$ cat config.mk
export PLATFORM = sky130hd
export DESIGN_NAME = bsc_ctrl
export DESIGN_NICKNAME = d
export VERILOG_FILES = /design/src/rtl/core/bsc_pkg.sv /design/src/rtl/core/bsc_ctrl.sv
export SDC_FILE = /design/constraint.sdc
export NUM_CORES = 1
export LEC_CHECK = 0
export BUFFER_PORTS_ARGS = -buffer_cell sky130_fd_sc_hd__buf_2
export CORE_MARGIN = 3
export CORE_UTILIZATION = 45
export DETAILED_ROUTE_END_ITERATION = 8
export HOLD_SLACK_MARGIN = 0.15
export PLACE_DENSITY = 0.71
export SYNTH_ARGS = -nofsm -noshare
export SYNTH_HDL_FRONTEND = slang
export SYNTH_SLANG_ARGS = --single-unit
$ cat constraint.sdc
create_clock -name i_clk -period 3 [get_ports i_clk]
set_input_delay 0.15 -clock i_clk [delete_from_list [all_inputs] [get_ports i_clk]]
set_output_delay 0.15 -clock i_clk [all_outputs]
set_load 0.005 [all_outputs]
$ cat src/rtl/core/bsc_pkg.sv
// Shared constants, codes and controller/datapath interface types for the safety checker.
package bsc_pkg;

    localparam int MAX_PROCESSES = 16;
    localparam int MAX_RESOURCES = 16;
    localparam int SEQ_LIMIT     = 16;
    localparam int COUNT_BITS    = 16;
    localparam int PROC_LIMIT    = (MAX_PROCESSES < SEQ_LIMIT) ? MAX_PROCESSES : SEQ_LIMIT;
    localparam int PROC_BITS     = (MAX_PROCESSES > 1) ? $clog2(MAX_PROCESSES) : 1;
    localparam int RES_BITS      = (MAX_RESOURCES > 1) ? $clog2(MAX_RESOURCES) : 1;
    localparam int ADDR_BITS     = PROC_BITS + RES_BITS;
    localparam int TABLE_DEPTH   = MAX_PROCESSES * MAX_RESOURCES;
    localparam int CFG_BITS      = 5;
    localparam int PCNT_BITS     = $clog2(PROC_LIMIT + 1);
    localparam int RCNT_BITS     = $clog2(MAX_RESOURCES + 1);
    // work holds total minus up to PROC_LIMIT allocations, plus sign
    localparam int WORK_BITS     = COUNT_BITS + $clog2(PROC_LIMIT + 1) + 2;

    // item opcodes
    localparam logic [1:0] OP_SET_TOTAL = 2'd0;
    localparam logic [1:0] OP_LOAD_ROW  = 2'd1;
    localparam logic [1:0] OP_STAGE     = 2'd2;
    localparam logic [1:0] OP_CHECK     = 2'd3;

    // result status codes
    localparam logic [1:0] STAT_DONE   = 2'd0;
    localparam logic [1:0] STAT_SEQ    = 2'd1;
    localparam logic [1:0] STAT_UNSAFE = 2'd2;
    localparam logic [1:0] STAT_BAD    = 2'd3;

    // configuration register indexes
    localparam logic REG_PROCESS_COUNT  = 1'b0;
    localparam logic REG_RESOURCE_COUNT = 1'b1;

    // datapath commands
    typedef enum logic [4:0] {
        DP_NOP,
        DP_LATCH,
        DP_SET_TOTAL,
        DP_LOAD_ROW,
        DP_STAGE_WR,
        DP_STAGE_START,
        DP_COPY_WR,
        DP_CHECK_INIT,
        DP_SUM_ACC,
        DP_SCAN_BEGIN,
        DP_SCAN_NEXT,
        DP_R_INC,
        DP_R_CLEAR,
        DP_ADD_ACC,
        DP_FINISH,
        DP_DROP_STAGE,
        DP_COMMIT_WR,
        DP_EMIT_BEGIN,
        DP_EMIT_NEXT
    } t_dp_cmd;

    // datapath status toward the controller
    typedef struct packed {
        logic [1:0]           op;
        logic                 bad_index;
        logic                 stage_hit;
        logic                 stale_stage;
        logic                 staged_valid;
        logic                 np_zero;
        logic                 nr_zero;
        logic                 last_r;
        logic                 r_all;
        logic                 p_end;
        logic                 p_last;
        logic                 count_full;
        logic                 finished_p;
        logic                 elem_fail;
        logic [PROC_BITS-1:0] seq_out;
    } t_dp_stat;

endpackage

$ cat src/rtl/core/bsc_ctrl.sv
// Controller: sequences loads, staging copy, check scan, commit and result output.
module bsc_ctrl import bsc_pkg::*; (
    input  logic        i_clk,
    input  logic        i_rst_n,
    input  logic        i_in_valid,
    output logic        o_in_ready,
    output logic        o_out_valid,
    input  logic        i_out_ready,
    output logic [1:0]  o_status,
    output logic [3:0]  o_seq_process,
    output logic        o_last,
    input  t_dp_stat    i_stat,
    output t_dp_cmd     o_cmd
);

    typedef enum logic [3:0] {
        S_IDLE, S_DECODE, S_COPY_RD, S_COPY_WR, S_DONE, S_SUM_RD, S_SUM_ACC,
        S_SCAN_BEGIN, S_SCAN_P, S_SCAN_RD, S_SCAN_USE, S_ADD_RD, S_ADD_USE,
        S_FINISH, S_COMMIT, S_RESULT
    } t_state;

    t_state     r_state, n_state;
    logic       r_ov, n_ov;
    logic [1:0] r_status, n_status;
    logic [3:0] r_seq, n_seq;
    logic       r_last, n_last;
    logic       w_free;

    assign w_free        = !r_ov || i_out_ready;
    assign o_in_ready    = (r_state == S_IDLE);
    assign o_out_valid   = r_ov;
    assign o_status      = r_status;
    assign o_seq_process = r_seq;
    assign o_last        = r_last;

    // next state, command and result register
    always_comb begin
        n_state  = r_state;
        n_ov     = r_ov && !i_out_ready;
        n_status = r_status;
        n_seq    = r_seq;
        n_last   = r_last;
        o_cmd    = DP_NOP;
        case (r_state)
            S_IDLE: begin
                if (i_in_valid) begin
                    o_cmd   = DP_LATCH;
                    n_state = S_DECODE;
                end
            end
            S_DECODE: begin
                if (w_free) begin
                    if (i_stat.op == OP_CHECK) begin
                        if (i_stat.stale_stage) begin
                            o_cmd    = DP_DROP_STAGE;
                            n_ov     = 1'b1;
                            n_status = STAT_BAD;
                            n_seq    = '0;
                            n_last   = 1'b1;
                            n_state  = S_IDLE;
                        end else begin
                            o_cmd   = DP_CHECK_INIT;
                            n_state = (i_stat.np_zero || i_stat.nr_zero) ? S_SCAN_P
                                                                        : S_SUM_RD;
                        end
                    end else if (i_stat.bad_index) begin
                        n_ov     = 1'b1;
                        n_status = STAT_BAD;
                        n_seq    = '0;
                        n_last   = 1'b1;
                        n_state  = S_IDLE;
                    end else if (i_stat.op == OP_STAGE && !i_stat.stage_hit) begin
                        o_cmd   = DP_STAGE_START;
                        n_state = S_COPY_RD;
                    end else begin
                        case (i_stat.op)
                            OP_SET_TOTAL: o_cmd = DP_SET_TOTAL;
                            OP_LOAD_ROW:  o_cmd = DP_LOAD_ROW;
                            default:      o_cmd = DP_STAGE_WR;
                        endcase
                        n_ov     = 1'b1;
                        n_status = STAT_DONE;
                        n_seq    = '0;
                        n_last   = 1'b1;
                        n_state  = S_IDLE;
                    end
                end
            end
            // fresh staged row copied from the table, one element a pass
            S_COPY_RD: n_state = S_COPY_WR;
            S_COPY_WR: begin
                o_cmd   = DP_COPY_WR;
                n_state = i_stat.r_all ? S_DONE : S_COPY_RD;
            end
            S_DONE: begin
                if (w_free) begin
                    n_ov     = 1'b1;
                    n_status = STAT_DONE;
                    n_seq    = '0;
                    n_last   = 1'b1;
                    n_state  = S_IDLE;
                end
            end
            // available = total minus column sums
            S_SUM_RD: n_state = S_SUM_ACC;
            S_SUM_ACC: begin
                o_cmd   = DP_SUM_ACC;
                n_state = (i_stat.last_r && i_stat.p_last) ? S_SCAN_BEGIN : S_SUM_RD;
            end
            S_SCAN_BEGIN: begin
                o_cmd   = DP_SCAN_BEGIN;
                n_state = S_SCAN_P;
            end
            // pick lowest unfinished process that fits
            S_SCAN_P: begin
                if (i_stat.count_full) begin
                    n_state = S_COMMIT;
                end else if (i_stat.p_end) begin
                    if (w_free) begin
                        o_cmd    = DP_DROP_STAGE;
                        n_ov     = 1'b1;
                        n_status = STAT_UNSAFE;
                        n_seq    = '0;
                        n_last   = 1'b1;
                        n_state  = S_IDLE;
                    end
                end else if (i_stat.finished_p) begin
                    o_cmd = DP_SCAN_NEXT;
                end else if (i_stat.nr_zero) begin
                    n_state = S_FINISH;
                end else begin
                    n_state = S_SCAN_RD;
                end
            end
            S_SCAN_RD: n_state = S_SCAN_USE;
            S_SCAN_USE: begin
                if (i_stat.elem_fail) begin
                    o_cmd   = DP_SCAN_NEXT;
                    n_state = S_SCAN_P;
                end else if (i_stat.last_r) begin
                    o_cmd   = DP_R_CLEAR;
                    n_state = S_ADD_RD;
                end else begin
                    o_cmd   = DP_R_INC;
                    n_state = S_SCAN_RD;
                end
            end
            // release the chosen process's allocation into work
            S_ADD_RD: n_state = S_ADD_USE;
            S_ADD_USE: begin
                o_cmd   = DP_ADD_ACC;
                n_state = i_stat.last_r ? S_FINISH : S_ADD_RD;
            end
            S_FINISH: begin
                o_cmd   = DP_FINISH;
                n_state = S_SCAN_P;
            end
            // write the staged row back, then report
            S_COMMIT: begin
                if (i_stat.staged_valid) begin
                    o_cmd = DP_COMMIT_WR;
                end else begin
                    o_cmd   = DP_EMIT_BEGIN;
                    n_state = S_RESULT;
                end
            end
            S_RESULT: begin
                if (w_free) begin
                    n_ov = 1'b1;
                    if (i_stat.np_zero) begin
                        n_status = STAT_DONE;
                        n_seq    = '0;
                        n_last   = 1'b1;
                        n_state  = S_IDLE;
                    end else begin
                        o_cmd    = DP_EMIT_NEXT;
                        n_status = STAT_SEQ;
                        n_seq    = 4'(i_stat.seq_out);
                        n_last   = i_stat.p_last;
                        if (i_stat.p_last) n_state = S_IDLE;
                    end
                end
            end
            default: n_state = S_IDLE;
        endcase
    end

    // state and registered outputs
    always_ff @(posedge i_clk) begin
        if (!i_rst_n) begin
            r_state  <= S_IDLE;
            r_ov     <= 1'b0;
            r_status <= STAT_DONE;
            r_seq    <= '0;
            r_last   <= 1'b0;
        end else begin
            r_state  <= n_state;
            r_ov     <= n_ov;
            r_status <= n_status;
            r_seq    <= n_seq;
            r_last   <= n_last;
        end
    end

endmodule

Word level (Yosys, flattened, before mapping) --
Index checks and enable logic that the tools add are counted.
Operators by class: equal/unequal tests 30, multiplexer cells 82, reductions and logical operators 16
Operator list (count):
- $mux W4 | 26
- $pmux W4 S15 | 1
- $pmux W5 S11 | 1
- $eq A4 B4 Y1 const B | 8
- $mux W2 | 15
- $mux W5 | 6
- $mux W1 | 21
- $mux W3 | 7
- $eq A4 B3 Y1 const B | 4
- $ne A2 B2 Y1 const B | 8
- $pmux W4 S4 | 1
- $reduce_and A9 Y1 | 1
- $eq A4 B2 Y1 const B | 2
- $ne A4 B4 Y1 const B | 2
- $pmux W2 S4 | 1
- $reduce_and A7 Y1 | 1
- $ne A3 B3 Y1 const B | 2
- $pmux W3 S2 | 1
- $reduce_and A6 Y1 | 1
- $eq A2 B2 Y1 const B | 2
- $eq A4 B1 Y1 const B | 1
- $logic_not A4 Y1 | 1
- $pmux W1 S4 | 1
- $reduce_bool A4 Y1 | 1
- other kinds (7) | 13
Storage, ports and cells: flip-flop bits (word level) 12, bits of input ports 23, output and inout bits 14, word-level logic and storage cells 133

Logic depth before layout (Yosys ltp) --
Gate-level depths: netlist (run 1).
depth after elaboration 7, depth in mapped cells 8, depth with buffers taken out 5

Worst setup path after synthesis (run 1) --
OpenSTA, ideal clock, no wires.
kind flip-flop to flip-flop, from register r_state[1], to register r_state[0], library setup time 0.120 ns, data arrival time 1.694 ns, data required time 2.880 ns, setup slack 1.186 ns, cell stages (with the launch flop) 7, path buffers 1, clock period less this slack 1.814 ns, cell sequence dfxtp_1 buf_6 or4b_4 nor4b_4 a2111oi_2 o31a_1 o31a_1
On the way: longest elaborated chain between the ends 3, elaborated cells between the ends (all ways) 25, those cells by class eq/ne: 21; mux: 1; reduce/logical: 3
RTL lines:
- from (decl) | RTL line bsc_ctrl.sv:22 | t_state r_state, n_state;
- from (signal assigned) | RTL line bsc_ctrl.sv:197 | r_state <= n_state;
- $eq A4 B4 Y1, or another cell as far along | RTL line bsc_ctrl.sv:44 | case (r_state)
- $reduce_or A2 Y1 (no line), or another cell as far along
- $pmux W4 S15 / $reduce_and A6 Y1 (equally long branches)
Several ways; a longest one is shown, not always the timed one. A chain may end at the register's enable or synchronous reset.

Worst setup path in the final report (run 1) --
from register r_state[0], to output o_cmd[3]
On the way: longest elaborated chain between the ends 2, elaborated cells between the ends (all ways) 12, those cells by class eq/ne: 10; mux: 1; reduce/logical: 1
RTL lines:
- $eq A4 B4 Y1, or another cell as far along | RTL line bsc_ctrl.sv:44
- $pmux W5 S11 * | RTL line bsc_ctrl.sv:44
- to (decl) | RTL line bsc_ctrl.sv:13 | output t_dp_cmd o_cmd
Mark *: on every way between the ends. The rest lies on a longest branch, timed or not.

==> impl_metrics.tcl, run 1 <==
set metrics [dict create \
    vias_per_cell 6.25 \
    post_cts_buffers 0 \
    die_x_um 59.5 \
    crit_buf_inv 2 \
    status "finished, final reports clean" \
    drtAntennaViolNets 0 \
    vias 1500 \
    cts_tree "done" \
    clk_pin_slew_ps 80 \
    antenna_cells 0 \
    area.growth.synth_to_final_pct 19.7 \
    final_cell_mix "36 x buf_2, 18 x nand2_1, 17 x o21ai_0" \
    drt_iter0_drc 77 \
    hpwl_mm 2.80 \
    cp.arrival_ps 2280 \
    layout-drive-gt1-share 0.276 \
    place_worst_setup_slack_ps 763 \
    wl_per_cell_um 15.3 \
    crit_fanout 12 \
    dieArea_um2 3540 \
    setup_tns_ps 0 \
    drv_slew 0 \
    crit_type "flop to output port" \
    avgSynthCellArea_um2 7.36 \
    fin_nets 234 \
    ctsLongestPathBuffers 2 \
    synth_nets 198 \
    synthFlopType "dfxtp_1" \
    synth_area_um2 1290 \
    peakVddDrop_v 0.000280 \
    final_common_cell "buf_2" \
    async_flop_share 0 \
    synth-seq-cells 12 \
    switching_share 0.345 \
    crit_required_ps 2850 \
    io_buffers 36 \
    rows 18 \
    pwr-share-clk 0.260 \
    hold_violations 0 \
    synth_top_area_cell "dfxtp_1" \
    grt-ovfl-total 0 \
    synth-edff-count 0 \
    clock_latency_ps 280 \
    fmax_ghz 0.411 \
    powerDensity_nw_per_um2 330 \
    seq_power_share 0.364 \
    hp-class "primary input to flop" \
    pwr-share-comb 0.376 \
    drt-total-wl_mm 3.67 \
    track_usage 0.221 \
    fin_crit_sh 0.811 \
    p_leak_nw 0.625 \
    crit_family "simple AND/OR/NAND/NOR gates" \
    critPathCaptureType "output port" \
    worst_pin_slew_ps 603 \
    synth_cell_types 51 \
    grt_max_degree 20 \
    first_global_vias 1343 \
    post-synth-top-area-fraction 0.187 \
    die_h_um 59.5 \
    core_um2 2590 \
    drc_errors 0 \
    grt_pass1_wl_mm 6.10 \
    ios 37 \
    max_stage_delay_ps 600 \
    cap_violations 0 \
    skew_ps 5.90 \
    p_int_w 0.000334 \
    ys_top_cells_by_area "dfxtp_1 19%, o21ai_0 6.6%, a21oi_1 5.4%, nand2_1 5.2%, mux2i_1 4.7%" \
    hp-start "i_rst_n" \
    cts.sink_count 12 \
    yosysSeqAreaShare 0.187 \
    critPathSlowestCell "or4b_4" \
    ctsRootBufferMaster "clkbuf_4" \
    cts_htree_levels 1 \
    r2r_start "r_state[0]$_SDFFE_PN0P_" \
    min_period_ps 2430 \
    relSlewSlack 0.595 \
    setup_viol 0 \
    gp_congestion 0.891 \
    fill_cells 246 \
    synth_warnings 0 \
    finalWorstSetupSlack_ps 567 \
    crit_chain "buf_4 -> or4b_4 -> nor4b_4 -> or3_1 -> buf_2" \
    start_kind "flop" \
    cp-startpoint "r_state[0]$_SDFFE_PN0P_" \
    antenna_found_initial 0 \
    power_switching_w 0.000176 \
    synthCells 175 \
    start_util 0.497 \
    cts_made_buffers 3 \
    rsz0062_at_grt "no" \
    dr.pass1.iters 4 \
]
==> area by class of cell <==
cell class | count | area [um^2] | share of cell area
Multi-Input combinational cell | 139 | 931 | 0.604
Timing Repair Buffer | 45 | 258 | 0.167
Sequential cell | 12 | 240 | 0.156
Inverter | 10 | 38.8 | 0.0252
Tap cell | 30 | 37.5 | 0.0244
Clock buffer | 4 | 36.3 | 0.0235
==> synthesized netlist by cell type (5+ instances only) <==
library cell and count:
nand2_1 18, o21ai_0 17, a21oi_1 14, dfxtp_1 12, nand3_1 10, nor2b_1 9, inv_1 8, nor3_1 8
clkbuf_1 7, mux2i_1 6, o211ai_1 5
==> sequential cells by signal, indices dropped and copies added (netlist names) <==
register,cells
o_status,2
r_state,4
o_last,1
o_out_valid,1
o_seq_process,4
==> worst register-to-register path, delay by kind of cell, from the launching register on <==
kind,cells,cell delay [ps]
and+or+nand+nor,2,1030
buffers and inverters,1,240
AOI/OAI and AO/OA,3,470
DFF,1,450
==> path summary, 6_finish.rpt <==
kind	end	slack (ps)	depth (start not counted)
max	o_cmd[3]	570	5
min	r_state[0]$_SDFFE_PN0P_	250	2
max reg2reg	r_state[0]$_SDFFE_PN0P_	700	6
min reg2reg	o_seq_process[0]$_SDFFE_PN0P_	460	2
==> power groups by stage <==
stage,Combinational [W],Clock (W),Sequential (W)
6_report,0.000191,0.000132,0.000186
3_3_place_gp,0.000182,0,0.000188
4_1_cts,0.000191,0.000136,0.000185
3_5_place_dp,0.000186,0,0.000188
2_1_floorplan,0.000133,0,0.000180
5_1_grt,0.000212,0.000143,0.000188
==> kinds of logic after synthesis <==
group,share of synthesized area
buffers and inverters,0.0904
multiplexers,0.0466
AO/OA/AOI/OAI,0.288
AND/OR/NAND/NOR,0.382
XOR/XNOR,0.00680
flip-flops,0.187
==> per-stage QoR <==
step                      hold slack [ps]  instance area [um^2]  total power [W]  cells  utilization
after CTS                             240                  1540         0.000512    240        0.595
after global placement                408                  1470         0.000370    232        0.566
after floorplan                       304                  1290         0.000313    175            -
after detailed placement              420                  1470         0.000375    232        0.566
final                                 252                  1540         0.000509    240        0.595
after global routing                  257                  1540         0.000542    240        0.595
==> timing repair <==
| item | CTS | global route |
|---|---|---|
| hold buffers | 4 | 0 |
| gates resized for setup | 0 | 0 |
| hold endpoints to repair | 4 | 0 |
==> layer usage <==
layer / GRT usage / vias up / share of wire
met4: 0.0348 / 0 / 0.0052
li1: - / 727 / -
met5: 0 / - / 0
met2: 0.362 / 66 / 0.47
met3: 0.0349 / 3 / 0.099
met1: 0.308 / 704 / 0.42
Power figures use the tool's default switching activity.
==> run 2, diff against run 1 <==
--- a/config.mk
+++ b/config.mk
@@ -10,7 +10,7 @@
 export CORE_UTILIZATION = 45
 export DETAILED_ROUTE_END_ITERATION = 8
 export HOLD_SLACK_MARGIN = 0.15
-export PLACE_DENSITY = 0.71
+export PLACE_DENSITY = 0.73
 export SYNTH_ARGS = -nofsm -noshare
 export SYNTH_HDL_FRONTEND = slang
 export SYNTH_SLANG_ARGS = --single-unit
==> constraint.sdc (replaced) <==
create_clock -name i_clk -period 2.2 [get_ports i_clk]
set_input_delay 0.11 -clock i_clk [delete_from_list [all_inputs] [get_ports i_clk]]
set_output_delay 0.11 -clock i_clk [all_outputs]
set_load 0.005 [all_outputs]
==> impl_metrics.tcl, run 2 (synthesis results as in run 1) <==
set metrics [dict create \
    worst_pin_slew_ps 579 \
    critPathCaptureType "output port" \
    ctsRootBufferMaster "clkbuf_4" \
    grt_pass1_wl_mm 6.63 \
    layout-drive-gt1-share 0.320 \
    fin_crit_sh 0.936 \
    min_period_ps 2060 \
    die_x_um 59.5 \
    setup_tns_ps 0 \
    pwr-share-clk 0.246 \
    grt-ovfl-total 0 \
    seq_power_share 0.346 \
    cts_htree_levels 1 \
    power_switching_w 0.000245 \
    crit_type "flop to output port" \
    final_common_cell "buf_2" \
    relSlewSlack 0.604 \
    gp_congestion 0.985 \
    fmax_ghz 0.486 \
    wl_met1_mm 1.72 \
    drt-total-wl_mm 3.91 \
    drc_errors 0 \
    vias 1508 \
    hold_violations 0 \
    hp-start "i_rst_n" \
    antenna_cells 0 \
    ctsLongestPathBuffers 2 \
    post_cts_buffers 0 \
    drv_slew 0 \
    setup_viol 0 \
    ios 37 \
    rows 18 \
    vias_per_cell 6.06 \
    rsz0062_at_grt "no" \
    wl_met3_um 306 \
    pwr-share-comb 0.408 \
    p_leak_nw 0.677 \
    peakVddDrop_v 0.000420 \
    crit_fanout 6 \
    start_kind "flop" \
    drt_iter0_drc 93 \
    io_buffers 36 \
    hpwl_mm 3.06 \
    crit_required_ps 2090 \
    hp-class "primary input to flop" \
    dr.pass1.iters 4 \
    detailroute.wirelength.met2_mm 1.85 \
    status "finished, final reports clean" \
    drtAntennaViolNets 0 \
    total_power_w 0.000721 \
    cp-startpoint "r_state[3]$_SDFFE_PN0P_" \
    powerDensity_nw_per_um2 441 \
    first_global_vias 1435 \
    clock_latency_ps 280 \
    fin_nets 243 \
    track_usage 0.241 \
    r2r_start "r_state[3]$_SDFFE_PN0P_" \
    clk_pin_slew_ps 80 \
    final_cell_mix "36 x buf_2, 18 x nand2_1, 16 x o21ai_0" \
    p_int_w 0.000476 \
    cts.sink_count 12 \
    cp.arrival_ps 1950 \
    cts_made_buffers 3 \
    core_um2 2590 \
    switching_share 0.339 \
    grt_max_degree 23 \
    area.growth.synth_to_final_pct 27.0 \
    antenna_found_initial 0 \
    die_h_um 59.5 \
    skew_ps 4.98 \
    top_layer "met4" \
    wl_per_cell_um 15.7 \
    dieArea_um2 3540 \
    cts_tree "done" \
    cap_violations 0 \
    start_util 0.497 \
]
## run 2: cell count changes in the layout (fill, tap and decap cells not counted), sizes merged
| cell | before | now |
|---|---|---|
| buf | 41 | 50 |
## run 2: timing repair
| action | 4_1_cts | 5_1_grt |
|---|---|---|
| hold buffers | 4 | 0 |
| setup endpoints to repair | 1 | 3 |
| gates resized for setup | 1 | 4 |
| pin swaps | 0 | 0 |
| endpoints found under the hold margin | 4 | 0 |
## run 2: area by class of cell
class / instances / area [um^2]
Multi-Input combinational cell: 139 / 942
Fill cell: 245 / 955
Sequential cell: 12 / 243
Timing Repair Buffer: 54 / 338
Tap cell: 30 / 37.5
Clock buffer: 4 / 36.3
Inverter: 10 / 38.8
## run 2: per-layer routing
metal | track usage | vias up
met4 | 0.0475 | 0
met3 | 0.0479 | 5
met2 | 0.385 | 67
met1 | 0.335 | 697
li1 | - | 739
met5 | 0 | -
## run 2: through the flow
step           setup slack, ps  cells  instance area [um^2]  hold slack [ps]  utilization
2_1_floorplan              386    175                  1290              264            -
3_3_place_gp               135    241                  1550              370        0.597
3_5_place_dp               202    241                  1550              385        0.597
4_1_cts                   51.0    249                  1620              210        0.627
5_1_grt                   13.7    249                  1640              215        0.631
6_report                   141    249                  1640              213        0.631
## run 2: worst max-delay path, cell delays in order, from the launching register on
cell and delay (ps):
dfxtp_1 460, or4b_4 550, nor4b_4 390, nand4b_1 160, buf_2 110
## run 2: final timing paths
check                           depth (start not counted)  slack, ps                        to
worst max-delay path                                    4        140                  o_cmd[1]
worst min-delay path                                    2        210   r_state[0]$_SDFFE_PN0P_
worst max register to register                          6        170   r_state[1]$_SDFFE_PN0P_
worst min register to register                          2        460  o_status[0]$_SDFFE_PN0P_
## run 2: power groups by stage
stage,logic (W),registers (W),clock network (W)
final,0.000294,0.000250,0.000177
after global routing,0.000322,0.000253,0.000194
after CTS,0.000289,0.000248,0.000182
after detailed placement,0.000282,0.000253,0
after global placement,0.000276,0.000252,0
after floorplan,0.000181,0.000246,0
